File: src/rtl/teab_ram.sv
// Generic single write port RAM with registered read.
module teab_ram #(
	parameter int WIDTH = 8,
	parameter int DEPTH = 16
) (
	input  logic                     clk,
	input  logic                     we,
	input  logic [$clog2(DEPTH)-1:0] waddr,
	input  logic [WIDTH-1:0]         wdata,
	input  logic [$clog2(DEPTH)-1:0] raddr,
	output logic [WIDTH-1:0]         rdata
);
	logic [WIDTH-1:0] mem [DEPTH];

	// Write and registered read
	always_ff @(posedge clk) begin
		if (we) begin
			mem[waddr] <= wdata;
		end
		rdata <= mem[raddr];
	end
endmodule
File: config.mk
export PLATFORM = sky130hd
export DESIGN_NAME = teab_ram
export DESIGN_NICKNAME = d
export VERILOG_FILES = /design/src/rtl/teab_ram.sv
export SDC_FILE = /design/constraint.sdc
export NUM_CORES = 1
export LEC_CHECK = 0
export BUFFER_PORTS_ARGS = -buffer_cell sky130_fd_sc_hd__buf_2
export CORE_MARGIN = 3
export CORE_UTILIZATION = 65
export DETAILED_ROUTE_END_ITERATION = 7
export PLACE_DENSITY = 0.81
export SETUP_SLACK_MARGIN = 0.5
export SYNTH_ARGS = -nofsm -noshare
export SYNTH_HDL_FRONTEND = slang
export SYNTH_SLANG_ARGS = --single-unit
File: constraint.sdc
create_clock -name clk -period 5.6 [get_ports clk]
set_input_delay 1.12 -clock clk [delete_from_list [all_inputs] [get_ports clk]]
set_output_delay 1.12 -clock clk [all_outputs]
set_load 0.005 [all_outputs]
After elaboration in Yosys (flattened, before gate mapping)
Memories as Yosys holds them, arrays and structs flattened. A register that Yosys moved wholly into a read port is not among the register bits.
Index checks and enable logic that the tools add are counted.
{"block": "totals", "latch_bits": 0, "regBits": 0, "ram_bits": 128, "n_memories": 1, "mem_bits_ro": 0, "out_inout_bits": 8, "inputBits": 18}
{"memory": "mem", "words": 16, "width": 8, "rd": 1, "rd_clocked_by_memory_dff": 1, "write_ports": 1, "line_no": "13", "rtl": "logic [WIDTH-1:0] mem [DEPTH];"}
{"block": "op_classes", "n_shift": 0, "mux": 2, "div": 0, "eq_ne": 0, "add_sub_neg": 0, "n_reduce_logical": 0, "bitwise": 0, "n_lt_le_gt_ge": 0, "multipliers": 0}
{"op": "two-way mux 1 bit", "count": 2}

Depth between registers and ports, before layout
{"block": "depth", "word_depth": 2, "ltp_mapped": 5, "depth_no_buf": 3}

Worst setup path before layout
No wires, ideal clock.
{"block": "synth_path", "kind": "input -> register", "startpoint": "input port waddr[2]", "endpoint": "memory mem[0][0] (enable)", "path_buffers": 0, "setup_slack_ns": 2.987, "setup_ns": 0.383, "cell_stages": 2, "arrival_time_ns": 2.230, "required_time_ns": 5.217, "path_cell_list": "or3b_2 nor3_1"}
{"element": "from (decl)", "line_no": "8", "rtl": "input logic [$clog2(DEPTH)-1:0] waddr,"}
{"element": "to (decl)", "line_no": "13"}
Straight into the memory's write port.

==> flow_summary.yaml <==
detailed_routing:
  drc_errors: 0
  drt_iter0_markers: 367
  dr.pass1.iters: 5
  drt_wl_total_um: 11000
  vias_per_cell: 6.92
  vias: 2615
  wl_per_cell_um: 29.2
  ant_nets: 0
timing:
  max_freq_mhz: 391
  grt_setup_unrepaired: "false"
  finalHoldViolations: 0
  maxSlewViolCount: 0
  tns_ns: 0
  post-route-min-period_ns: 2.56
  hold_ws_ns: 0.703
  fin_skew_ns: 0.00566
  relSlewSlack: 0.315
  post-route-period-util: 0.457
  worst_slew_pin_slew_ns: 1.03
  finalSetupViolCount: 0
worst_setup_path:
  ff2ff_path_depth: 3
  worstSetupPathType: "primary input to register"
  rrSetupSlack_ns: 4.14
  r2r-start: "mem[0][2]"
  r2r_end: "rdata[2]"
  arrival_ns: 2.95
  cp_max_fo: 32
  required_ns: 5.99
  startpoint_type: "primary input"
  crit_path_end_kind: "register"
placed_design:
  portBuffers: 25
  place_inst: 346
  gp_congestion: 0.732
  hpwlAfterDp_um: 5690
finish:
  final_core_util: 0.813
  area_delta_synth_final_pct: 17.6
  drive_gt1_frac: 0.280
  nFillCells: 345
  final_cells: 378
  diodes: 0
  fin_nets: 284
floorplanning:
  fp.dieH_um: 95.0
  core_um2: 7450
  start_util: 0.691
  die_width_um: 95.0
  io_pins: 26
  die_area_um2: 9020
  placementRows: 31
yosys:
  synth_area_um2: 5150
  avgSynthCellArea_um2: 22.5
  synth_cell_types: 19
  yosysMostFrequentCell: "edfxtp_1"
  syn_inst: 229
  synth_largest_area_cell: "edfxtp_1"
  synth_seq_cells: 136
  yosysWarnings: 0
  ys_top_cells_by_area: "edfxtp_1 75%, mux4_2 7.9%, mux4_1 7.1%"
  ys.flop_type: "edfxtp_1"
  synth_edf_count: 128
  synth_top_cell_area_share: 0.747
  async_flop_share: 0
  ys_seq_area_frac: 0.778
  yosys-top-cells-count: "128 x edfxtp_1, 18 x mux4_2, 16 x a22oi_1"
  syn_nets: 247
worst_hold_path:
  worstHoldStart: "mem[15][3]"
  hold_depth: 3
  hold_end: "rdata[3]"
  worstHoldPathType: "register to register"
global_routing:
  use_met1: 0.403
  grt_antenna_before_repair: 0
  grt_use_total: 0.279
  grt_pass1_wl_um: 16700
  grt_pass1_vias: 2604
  grt.overflow.total: 0
  grt_util_met2: 0.425
  grt_max_degree: 33
  grt.busiest_layer: "met2"
  grt_use_met3: 0.0661
flow_run:
  cap_viol_max_count: 0
clock_tree:
  clkSlewWorstSetupHoldPaths_ns: 0.06
  clock-sinks: 136
  cts_resized: 0
  htree_levels: 4
  ctsRootBufferMaster: "clkbuf_8"
  clock_latency_ns: 0.51
  cts_setup_buffers: 0
  cts_buffers: 17
  hold_buffers: 0
  cts_tree: "built"
  max-clock-path-buffers: 2
power:
  power.share.combinational: 0.040
  p_seq_frac: 0.445
  power_mw: 2.58
  power_density_nw_per_um2: 426
  power_switching_share: 0.183
  p_clk_frac: 0.515
  cell_internal_pwr_mw: 2.11
  p_leak_nw: 2.05
  worst_ir_drop_vdd_uv: 286
  p_switching_uw: 472
run_status:
  status: "complete, no violations"
-- per-layer routing --
metal  wire (um)  vias up
met4         249        0
met3         877       19
met1        4250     1370
met5           0        -
met2        5650      176
li1            -     1050
-- worst max-delay path, stage by stage --
cell and delay [ns]:
buf_2 0.76, mux4_1 0.68, a22oi_1 0.28, nand2_1 0.11
-- placed cells by master (no fill, tap or decap), types with 2 or more instances in the layout --
cell type | netlist | routed
clkbuf_8 | 0 | 3
clkbuf_16 | 0 | 16
mux4_2 | 18 | 18
mux4_1 | 14 | 14
buf_2 | 3 | 25
bufinv_16 | 0 | 8
nor2_1 | 13 | 13
dfxtp_1 | 8 | 8
nor3_1 | 4 | 3
buf_4 | 1 | 3
nand3b_1 | 2 | 2
a22oi_1 | 16 | 16
nand2b_1 | 2 | 2
edfxtp_1 | 128 | 128
nand2_1 | 9 | 9
clkinv_4 | 0 | 2
-- metrics by stage --
| step | instance area, um2 | setup slack [ns] |
|---|---|---|
| after floorplan | 5150 | 2.99 |
| final | 6050 | 3.04 |
| after CTS | 6050 | 2.86 |
| after detailed placement | 5330 | 2.46 |
| after global routing | 6050 | 2.91 |
| after global placement | 5330 | 2.49 |
-- final cells by class --
class                           instances  area [um2]  share of cell area
Multi-Input combinational cell         83        1060               0.176
Tap cell                               99         124              0.0205
Sequential cell                       136        4000               0.662
Clock buffer                           20         445              0.0736
Clock inverter                         12         269              0.0444
Timing Repair Buffer                   28         148              0.0244
-- registers in the layout, summed over array words and instances (netlist names) --
register,cells
mem,128
rdata,8
-- power groups by stage --
stage	sequential [mW]	combinational (mW)	clock, mW
5_1_grt	1.15	0.110	1.38
6_report	1.15	0.102	1.33
3_5_place_dp	1.17	0.0978	0
2_1_floorplan	1.16	0.0578	0
4_1_cts	1.15	0.102	1.34
3_3_place_gp	1.17	0.0946	0
-- worst max-delay path by stage --
stage                  start        end  slack [ns]  cells past startpoint
floorplan           waddr[2]  mem[0][0]        2.99                      2
global placement    waddr[2]  mem[0][7]        2.49                      3
detailed placement  waddr[2]  mem[0][0]        2.46                      3
CTS                 waddr[2]  mem[0][5]        2.86                      3
global route        raddr[0]   rdata[2]        2.91                      4
finish              raddr[0]   rdata[2]        3.04                      4
-- cells by family after synthesis --
kind of cell,synth area share
flip-flops,0.778
AND/OR/NAND/NOR,0.0318
multiplexers,0.150
AO/OA/AOI/OAI,0.0233
buffers and inverters,0.0168
No activity file was read; power rests on OpenSTA's default activity.
